<file path="config.mk">
export PLATFORM = sky130hd
export DESIGN_NAME = aging_priority_ready_queue
export DESIGN_NICKNAME = d
export VERILOG_FILES = /design/src/sv/apq_pkg.sv /design/src/sv/apq_ram.sv /design/src/sv/apq_obuf.sv /design/src/sv/aging_priority_ready_queue.sv
export SDC_FILE = /design/constraint.sdc
export NUM_CORES = 1
export LEC_CHECK = 0
export BUFFER_PORTS_ARGS = -buffer_cell sky130_fd_sc_hd__buf_2
export CAP_MARGIN = 20
export CORE_MARGIN = 4
export CORE_UTILIZATION = 58
export CTS_BUF_LIST = sky130_fd_sc_hd__clkbuf_16
export DETAILED_ROUTE_END_ITERATION = 10
export PLACE_DENSITY = 0.72
export SKIP_LAST_GASP = 1
export SYNTH_ARGS = -nofsm -noshare
export SYNTH_HDL_FRONTEND = slang
export SYNTH_SLANG_ARGS = --single-unit
</file>
<file path="constraint.sdc">
create_clock -name i_clk -period 4.75 [get_ports i_clk]
set_clock_uncertainty 0.2 [all_clocks]
set_input_delay 0.95 -clock i_clk [delete_from_list [all_inputs] [get_ports i_clk]]
set_output_delay 0.95 -clock i_clk [all_outputs]
set_load 0.03 [all_outputs]
</file>
<file path="src/sv/apq_pkg.sv">
// types, request and status codes shared by the ready queue modules
`timescale 1ns / 1ps

package apq_pkg;

    localparam int ID_W    = 8;
    localparam int SCORE_W = 10;
    localparam int REQ_W   = 3;
    localparam int STAT_W  = 2;
    localparam int OCC_W   = 5;
    localparam int ENTRY_W = ID_W + SCORE_W;

    localparam logic [REQ_W-1:0] REQ_APPEND   = 3'd0;
    localparam logic [REQ_W-1:0] REQ_POP      = 3'd1;
    localparam logic [REQ_W-1:0] REQ_INS_NEW  = 3'd2;
    localparam logic [REQ_W-1:0] REQ_REINSERT = 3'd3;
    localparam logic [REQ_W-1:0] REQ_FRONT    = 3'd4;
    localparam logic [REQ_W-1:0] REQ_AGE      = 3'd5;

    localparam logic [STAT_W-1:0] STAT_OK    = 2'd0;
    localparam logic [STAT_W-1:0] STAT_EMPTY = 2'd1;
    localparam logic [STAT_W-1:0] STAT_FULL  = 2'd2;

    typedef struct packed {
        logic [REQ_W-1:0]   req_type;
        logic [ID_W-1:0]    job_id;
        logic [SCORE_W-1:0] score;
    } t_in_word;

    typedef struct packed {
        logic               popped_valid;
        logic [ID_W-1:0]    popped_id;
        logic [SCORE_W-1:0] popped_score;
        logic [STAT_W-1:0]  status;
        logic               is_empty;
        logic [OCC_W-1:0]   occupancy;
    } t_out_word;

    typedef struct packed {
        logic [ID_W-1:0]    id;
        logic [SCORE_W-1:0] score;
    } t_entry;

    typedef enum logic [3:0] {
        S_IDLE,
        S_POP_DATA,
        S_SCAN_RD,
        S_SCAN_CMP,
        S_SHIFT_RD,
        S_SHIFT_WR,
        S_AGE_RD,
        S_AGE_WR,
        S_DONE
    } t_state;

endpackage

</file>
<file path="src/sv/apq_ram.sv">
// generic simple dual port ram with registered read
`timescale 1ns / 1ps

module apq_ram #(
    parameter int WIDTH = 18,
    parameter int DEPTH = 16
) (
    input  logic                     i_clk,
    input  logic                     i_wr_en,
    input  logic [$clog2(DEPTH)-1:0] i_wr_addr,
    input  logic [WIDTH-1:0]         i_wr_data,
    input  logic [$clog2(DEPTH)-1:0] i_rd_addr,
    output logic [WIDTH-1:0]         o_rd_data
);

    logic [WIDTH-1:0] r_mem [DEPTH];
    logic [WIDTH-1:0] r_rd_data;

    always_ff @(posedge i_clk) begin
        if (i_wr_en) begin
            r_mem[i_wr_addr] <= i_wr_data;
        end
        r_rd_data <= r_mem[i_rd_addr];
    end

    assign o_rd_data = r_rd_data;

endmodule

</file>
<file path="src/sv/apq_obuf.sv">
// result word output register with valid and stall
`timescale 1ns / 1ps

module apq_obuf (
    input  logic               i_clk,
    input  logic               i_rst_n,
    input  logic               i_load,
    input  apq_pkg::t_out_word i_word,
    output logic               o_free,
    output logic               o_out_valid,
    input  logic               i_out_stall,
    output apq_pkg::t_out_word o_out_word
);

    import apq_pkg::*;

    logic      r_valid;
    logic      n_valid;
    t_out_word r_word;

    assign o_free = !r_valid || !i_out_stall;

    always_comb begin
        n_valid = r_valid;
        if (i_load) begin
            n_valid = 1'b1;
        end else if (!i_out_stall) begin
            n_valid = 1'b0;
        end
    end

    always_ff @(posedge i_clk) begin
        if (!i_rst_n) begin
            r_valid <= 1'b0;
        end else begin
            r_valid <= n_valid;
        end
        if (i_load) begin
            r_word <= i_word;
        end
    end

    assign o_out_valid = r_valid;
    assign o_out_word  = r_word;

endmodule

</file>
<file path="src/sv/aging_priority_ready_queue.sv">
// ready queue top level: ring buffer in ram, request sequencer, result register
//
//   channel | direction | handshake                 | word
//   in      | input     | i_in_valid / o_in_stall   | i_in_word  (t_in_word)
//   out     | output    | o_out_valid / i_out_stall | o_out_word (t_out_word)
//
// one request at a time; append, push front, rejected requests and empty pops go straight to the
// result state, and a pop reads the head entry first; sorted insert and age visit or move entries
// one at a time, each with a ram read, then a compare or a write
// reset empties the queue at once; the ram contents are not cleared
// a new word is taken while an earlier result waits on a stalled output

`timescale 1ns / 1ps

module aging_priority_ready_queue #(
    parameter int QUEUE_DEPTH = 16
) (
    input  logic              i_clk,
    input  logic              i_rst_n,
    input  logic              i_in_valid,
    output logic              o_in_stall,
    input  apq_pkg::t_in_word i_in_word,
    output logic               o_out_valid,
    input  logic               i_out_stall,
    output apq_pkg::t_out_word o_out_word
);

    import apq_pkg::*;

    localparam int AW = $clog2(QUEUE_DEPTH);
    localparam int CW = $clog2(QUEUE_DEPTH + 1);

    function automatic logic [AW-1:0] f_phys(input logic [AW-1:0] h, input logic [CW-1:0] i);
        logic [CW:0] s;
        s = (CW+1)'(h) + (CW+1)'(i);
        if (s >= (CW+1)'(QUEUE_DEPTH)) begin
            s = s - (CW+1)'(QUEUE_DEPTH);
        end
        return s[AW-1:0];
    endfunction

    t_state              r_state, n_state;
    logic [AW-1:0]       r_head, n_head;
    logic [CW-1:0]       r_count, n_count;
    logic [CW-1:0]       r_idx, n_idx;
    logic [CW-1:0]       r_pos, n_pos;
    logic [REQ_W-1:0]    r_req, n_req;
    logic [ID_W-1:0]     r_id, n_id;
    logic [SCORE_W-1:0]  r_score, n_score;
    logic [STAT_W-1:0]   r_status, n_status;
    logic                r_pv, n_pv;
    logic [ID_W-1:0]     r_pid, n_pid;
    logic [SCORE_W-1:0]  r_psc, n_psc;

    logic          ram_we;
    logic [AW-1:0] ram_waddr;
    t_entry        ram_wdata;
    logic [AW-1:0] ram_raddr;
    t_entry        ram_rdata;

    logic          full;
    logic          hit;
    logic [AW-1:0] head_dec;
    logic [AW-1:0] head_inc;
    logic          obuf_load;
    logic          obuf_free;
    t_out_word     res_word;
    logic [CW+OCC_W-1:0] occ_ext;

    assign full     = (r_count == CW'(QUEUE_DEPTH));
    assign head_dec = (r_head == '0) ? AW'(QUEUE_DEPTH - 1) : r_head - 1'b1;
    assign head_inc = (r_head == AW'(QUEUE_DEPTH - 1)) ? '0 : r_head + 1'b1;
    assign hit      = (r_req == REQ_REINSERT) ? (ram_rdata.score >= r_score)
                                              : (ram_rdata.score > r_score);
    assign o_in_stall = (r_state != S_IDLE);

    assign occ_ext = (CW+OCC_W)'(r_count);
    always_comb begin
        res_word.popped_valid = r_pv;
        res_word.popped_id    = r_pid;
        res_word.popped_score = r_psc;
        res_word.status       = r_status;
        res_word.is_empty     = (r_count == '0);
        res_word.occupancy    = occ_ext[OCC_W-1:0];
    end

    always_comb begin
        n_state   = r_state;
        n_head    = r_head;
        n_count   = r_count;
        n_idx     = r_idx;
        n_pos     = r_pos;
        n_req     = r_req;
        n_id      = r_id;
        n_score   = r_score;
        n_status  = r_status;
        n_pv      = r_pv;
        n_pid     = r_pid;
        n_psc     = r_psc;
        ram_we    = 1'b0;
        ram_waddr = f_phys(r_head, r_idx);
        ram_wdata = '{id: r_id, score: r_score};
        ram_raddr = r_head;
        obuf_load = 1'b0;
        case (r_state)
            S_IDLE: begin
                if (i_in_valid) begin
                    n_req    = i_in_word.req_type;
                    n_id     = i_in_word.job_id;
                    n_score  = i_in_word.score;
                    n_status = STAT_OK;
                    n_pv     = 1'b0;
                    n_pid    = '0;
                    n_psc    = '0;
                    n_idx    = '0;
                    n_state  = S_DONE;
                    case (i_in_word.req_type)
                        REQ_POP: begin
                            if (r_count == '0) begin
                                n_status = STAT_EMPTY;
                            end else begin
                                n_state = S_POP_DATA;
                            end
                        end
                        REQ_AGE: begin
                            n_state = S_AGE_RD;
                        end
                        REQ_APPEND, REQ_INS_NEW, REQ_REINSERT, REQ_FRONT: begin
                            if (full) begin
                                n_status = STAT_FULL;
                            end else if (i_in_word.req_type == REQ_APPEND) begin
                                ram_we    = 1'b1;
                                ram_waddr = f_phys(r_head, r_count);
                                ram_wdata = '{id: i_in_word.job_id, score: i_in_word.score};
                                n_count   = r_count + 1'b1;
                            end else if (i_in_word.req_type == REQ_FRONT) begin
                                ram_we    = 1'b1;
                                ram_waddr = head_dec;
                                ram_wdata = '{id: i_in_word.job_id, score: i_in_word.score};
                                n_head    = head_dec;
                                n_count   = r_count + 1'b1;
                            end else begin
                                n_state = S_SCAN_RD;
                            end
                        end
                        default: begin
                            n_status = STAT_OK;
                        end
                    endcase
                end
            end
            S_POP_DATA: begin
                n_pv    = 1'b1;
                n_pid   = ram_rdata.id;
                n_psc   = ram_rdata.score;
                n_head  = head_inc;
                n_count = r_count - 1'b1;
                n_state = S_DONE;
            end
            S_SCAN_RD: begin
                if (r_idx == r_count) begin
                    n_pos   = r_idx;
                    n_state = S_SHIFT_RD;
                end else begin
                    ram_raddr = f_phys(r_head, r_idx);
                    n_state   = S_SCAN_CMP;
                end
            end
            S_SCAN_CMP: begin
                if (hit) begin
                    n_pos   = r_idx;
                    n_idx   = r_count;
                    n_state = S_SHIFT_RD;
                end else begin
                    n_idx   = r_idx + 1'b1;
                    n_state = S_SCAN_RD;
                end
            end
            S_SHIFT_RD: begin
                if (r_idx == r_pos) begin
                    ram_we    = 1'b1;
                    ram_waddr = f_phys(r_head, r_pos);
                    n_count   = r_count + 1'b1;
                    n_state   = S_DONE;
                end else begin
                    ram_raddr = f_phys(r_head, r_idx - 1'b1);
                    n_state   = S_SHIFT_WR;
                end
            end
            S_SHIFT_WR: begin
                ram_we    = 1'b1;
                ram_waddr = f_phys(r_head, r_idx);
                ram_wdata = ram_rdata;
                n_idx     = r_idx - 1'b1;
                n_state   = S_SHIFT_RD;
            end
            S_AGE_RD: begin
                if (r_idx == r_count) begin
                    n_state = S_DONE;
                end else begin
                    ram_raddr = f_phys(r_head, r_idx);
                    n_state   = S_AGE_WR;
                end
            end
            S_AGE_WR: begin
                ram_we          = 1'b1;
                ram_waddr       = f_phys(r_head, r_idx);
                ram_wdata.id    = ram_rdata.id;
                ram_wdata.score = (ram_rdata.score == '0) ? '0 : ram_rdata.score - 1'b1;
                n_idx           = r_idx + 1'b1;
                n_state         = S_AGE_RD;
            end
            S_DONE: begin
                if (obuf_free) begin
                    obuf_load = 1'b1;
                    n_state   = S_IDLE;
                end
            end
            default: begin
                n_state = S_IDLE;
            end
        endcase
    end

    always_ff @(posedge i_clk) begin
        if (!i_rst_n) begin
            r_state <= S_IDLE;
            r_head  <= '0;
            r_count <= '0;
        end else begin
            r_state <= n_state;
            r_head  <= n_head;
            r_count <= n_count;
        end
        r_idx    <= n_idx;
        r_pos    <= n_pos;
        r_req    <= n_req;
        r_id     <= n_id;
        r_score  <= n_score;
        r_status <= n_status;
        r_pv     <= n_pv;
        r_pid    <= n_pid;
        r_psc    <= n_psc;
    end

    apq_ram #(
        .WIDTH (ENTRY_W),
        .DEPTH (QUEUE_DEPTH)
    ) u_ram (
        .i_clk     (i_clk),
        .i_wr_en   (ram_we),
        .i_wr_addr (ram_waddr),
        .i_wr_data (ram_wdata),
        .i_rd_addr (ram_raddr),
        .o_rd_data (ram_rdata)
    );

    apq_obuf u_obuf (
        .i_clk       (i_clk),
        .i_rst_n     (i_rst_n),
        .i_load      (obuf_load),
        .i_word      (res_word),
        .o_free      (obuf_free),
        .o_out_valid (o_out_valid),
        .i_out_stall (i_out_stall),
        .o_out_word  (o_out_word)
    );

endmodule

</file>
==> results_dict.tcl <==
set metrics [dict create \
    ctsHtreeMaxLevel 2 \
    cp-start-kind "flip-flop" \
    die_width_um 178.1 \
    cts_resized 0 \
    post_dp_cell_area_sq_um 17790 \
    cts_tree "built" \
    dp.cells 1526 \
    fin_area_sq_um 19210 \
    grt_max_degree 32 \
    yosysSeqAreaShare_pct 69.52 \
    syn_nets 1156 \
    hold_violations 0 \
    antenna_found_initial 0 \
    vias_per_cell 6.197 \
    clockPowerShare_pct 33.8 \
    syn_area_sq_um 16770 \
    synth_area_leaders "edfxtp_1 (66%), mux2i_1 (9.1%), dfxtp_1 (3.8%)" \
    tns_ns 0 \
    die_y_um 178.1 \
    grt_usage_pct 24.01 \
    grt_use_met2_pct 38.81 \
    syn_area_per_cell_sq_um 15.30 \
    drt_iter0_markers 1004 \
    yosys_warnings 0 \
    async_flop_share_pct 0 \
    pwr-share-seq_pct 46.8 \
    clock_latency_ns 0.54 \
    leakagePower_nw 7.751 \
    synth_edf_count 367 \
    relSlewSlack_pct 28.97 \
    worst_r2r_path_depth 13 \
    wirelength_mm 37.95 \
    min-delay-path-class "reg2reg" \
    synth_seq_cells 399 \
    cts_buffers 40 \
    worst-endpoint-required_ns 4.94 \
    min_from "r_pid[1]$_SDFFCE_PN0P_" \
    outcome "finished, final reports clean" \
    stdcell_count 1602 \
    ant_nets 0 \
    cts_hold_buf 0 \
    grt_overflow 0 \
    grt_busiest_layer "met2" \
    crit_start "r_idx[0]$_DFFE_PP_" \
    yosysTopAreaCell "edfxtp_1" \
    p_int_mw 6.964 \
    cts_max_path_buffers 3 \
    drt_pass1_iterations 5 \
    clk_pin_slew_worst_paths_ns 0.06 \
    setup_ws_ns 0.5637 \
    slew_viol_final 0 \
    hpwl_mm 23.93 \
    port_buffers 53 \
    max_freq_mhz 238.9 \
    p_switching_mw 2.749 \
    die-area_sq_um 31710 \
    use_met1_pct 35.01 \
    pin_count 54 \
    ir_drop_v 0.0003838 \
    cp_max_fo 18 \
    r2r_setup_slack_ns 0.56 \
    min_to "u_obuf.o_out_word[19]$_DFFE_PP_" \
    switching_share_pct 28.30 \
    worst_slew_pin_slew_ns 1.062 \
    worstReg2RegEnd "u_ram.o_rd_data[9]$_DFF_P_" \
    critPathArrivalTime_ns 4.38 \
    worstSetupPathType "reg2reg" \
    synth_cells 1096 \
    wl_per_cell_um 23.69 \
    hold_slack_ns 0.2117 \
    fin_crit_sh_pct 88.13 \
    gp_congestion 0.8551 \
    max-cap-violations 0 \
    cts_root_buffer "clkbuf_16" \
    drive_gt1_share_pct 16.09 \
    grt_pass1_vias 9698 \
    yosysTopAreaCellShare_pct 65.70 \
    floorplan.initialDensity_pct 59.56 \
    synth_top_flop_cell "edfxtp_1" \
    drcViolationCount 0 \
    powerDensity_nw_per_um2 505.7 \
    rows 61 \
    grt_pass1_wl_mm 57.58 \
    clkSinkCount 399 \
    period_minus_slack_ns 4.186 \
    post_cts_buffers 0 \
    combPwrFrac_pct 19.5 \
    diodes 0 \
    final_nets 1252 \
    num_vias 9927 \
    grt_setup_unrepaired "false" \
    synth_cell_types 62 \
    end_kind "flip-flop" \
    syn_to_final_growth_pct 14.51 \
    whs_path_depth 0 \
    r2r-start "r_idx[0]$_DFFE_PP_" \
    grtUsageMet3_pct 3.201 \
    place_ws_ns 0.6530 \
    core_sq_um 28160 \
    finalSetupViolCount 0 \
]
-- final cells by class --
type                       count  area, sq um
timing repair buffer         105        755.7
inverter                      32        120.1
fill                        1886         8956
tap                          378        473.0
multi-input combinational    614         4795
sequential                   399        11660
clock inverter                32        351.6
clock buffer                  42         1051
-- cells in the final DEF (no fill, tap or decap), drive strengths merged, types with 3 or more instances in the layout --
master / synthesis / final
nand3: 10 / 10
a221oi: 5 / 5
a31oi: 3 / 3
and2: 7 / 7
fa: 5 / 5
a22oi: 12 / 12
bufinv: 0 / 7
a211oi: 3 / 3
xnor2: 17 / 17
clkinv: 1 / 14
a21boi: 3 / 3
edfxtp: 367 / 367
nor2b: 12 / 12
nor3b: 4 / 4
o21a: 6 / 6
nand3b: 4 / 4
dfxtp: 32 / 32
nor3: 21 / 21
mux2i: 152 / 152
inv: 31 / 43
o311ai: 8 / 8
clkbuf: 20 / 42
a21o: 9 / 9
nand2: 44 / 44
nand2b: 4 / 4
o22ai: 76 / 76
and3: 19 / 19
o211ai: 3 / 3
xor2: 20 / 20
or4: 19 / 19
a21oi: 24 / 24
ha: 30 / 30
nor2: 41 / 41
a221o: 6 / 6
nor4: 3 / 3
o21ai: 17 / 17
or3: 9 / 9
buf: 31 / 105
-- registers in the layout, indices dropped and copies added, names as in the netlist --
signal              count
u_ram.r_mem           288
u_obuf.o_out_word      27
u_ram.o_rd_data        18
r_psc                  10
r_score                10
r_id                    8
r_pid                   8
r_count                 5
r_idx                   5
r_pos                   5
r_head                  4
r_state                 4
r_req                   3
r_status                2
r_pv                    1
u_obuf.o_out_valid      1
-- cell families after synthesis --
family / count (synthesis) / share of synthesized area [%]
simple gates: 204 / 6.624
buf+inv: 83 / 2.320
fa+ha+maj: 35 / 2.835
xor+xnor: 37 / 1.932
flops: 399 / 69.52
compound gates: 185 / 7.609
mux: 153 / 9.160
-- how the worst max path moves through the flow --
stage               slack [ns]                           to  cells past startpoint
floorplan                 0.93  u_ram.r_mem[6][0]$_DFFE_PP_                      8
global route              0.37   u_ram.o_rd_data[9]$_DFF_P_                     13
CTS                       0.59   u_ram.o_rd_data[9]$_DFF_P_                     13
global placement          0.74  u_ram.o_rd_data[10]$_DFF_P_                      9
detailed placement        0.65  u_ram.o_rd_data[12]$_DFF_P_                     13
finish                    0.56   u_ram.o_rd_data[9]$_DFF_P_                     13
-- power groups by stage --
stage | Clock, mW | Combinational (mW) | Sequential (mW)
floorplan | 0 | 1.27 | 4.53
global placement | 0 | 1.81 | 4.60
detailed placement | 0 | 1.86 | 4.60
CTS | 3.33 | 1.87 | 4.53
global route | 3.48 | 2.04 | 4.57
finish | 3.28 | 1.89 | 4.54
-- metrics by stage --
stage	utilization [%]	power, mW
2_1_floorplan	-	5.798
6_report	68.20	9.713
3_5_place_dp	63.17	6.459
5_1_grt	68.20	10.09
3_3_place_gp	63.17	6.402
4_1_cts	68.15	9.728
-- critical path, stage by stage (launching register included) --
cell,delay [ns]
edfxtp_1,0.56
inv_1,0.13
ha_1,0.38
inv_1,0.06
ha_1,0.27
a21o_1,0.17
a21oi_1,0.16
xor2_1,0.20
mux2_4,0.33
a221oi_4,0.39
or3_1,0.18
buf_4,0.27
o22ai_1,0.14
or4_1,0.58
-- synthesized netlist by cell type, drive strengths merged (3+ instances only) --
| cell type | instances |
|---|---|
| a211oi | 3 |
| a21boi | 3 |
| a21o | 9 |
| a21oi | 24 |
| a221o | 6 |
| a221oi | 5 |
| a22oi | 12 |
| a31oi | 3 |
| and2 | 7 |
| and3 | 19 |
| buf | 31 |
| clkbuf | 20 |
| dfxtp | 32 |
| edfxtp | 367 |
| fa | 5 |
| ha | 30 |
| inv | 31 |
| mux2i | 152 |
| nand2 | 44 |
| nand2b | 4 |
| nand3 | 10 |
| nand3b | 4 |
| nor2 | 41 |
| nor2b | 12 |
| nor3 | 21 |
| nor3b | 4 |
| nor4 | 3 |
| o211ai | 3 |
| o21a | 6 |
| o21ai | 17 |
| o22ai | 76 |
| o311ai | 8 |
| or3 | 9 |
| or4 | 19 |
| xnor2 | 17 |
| xor2 | 20 |
-- routing by layer --
metal  up-vias  share of wire (%)
met1      4975                 44
met4         0                2.2
met2       407                 47
met5         -                  0
met3        68                7.3
li1       4477                  -
Power figures use the tool's default switching activity.
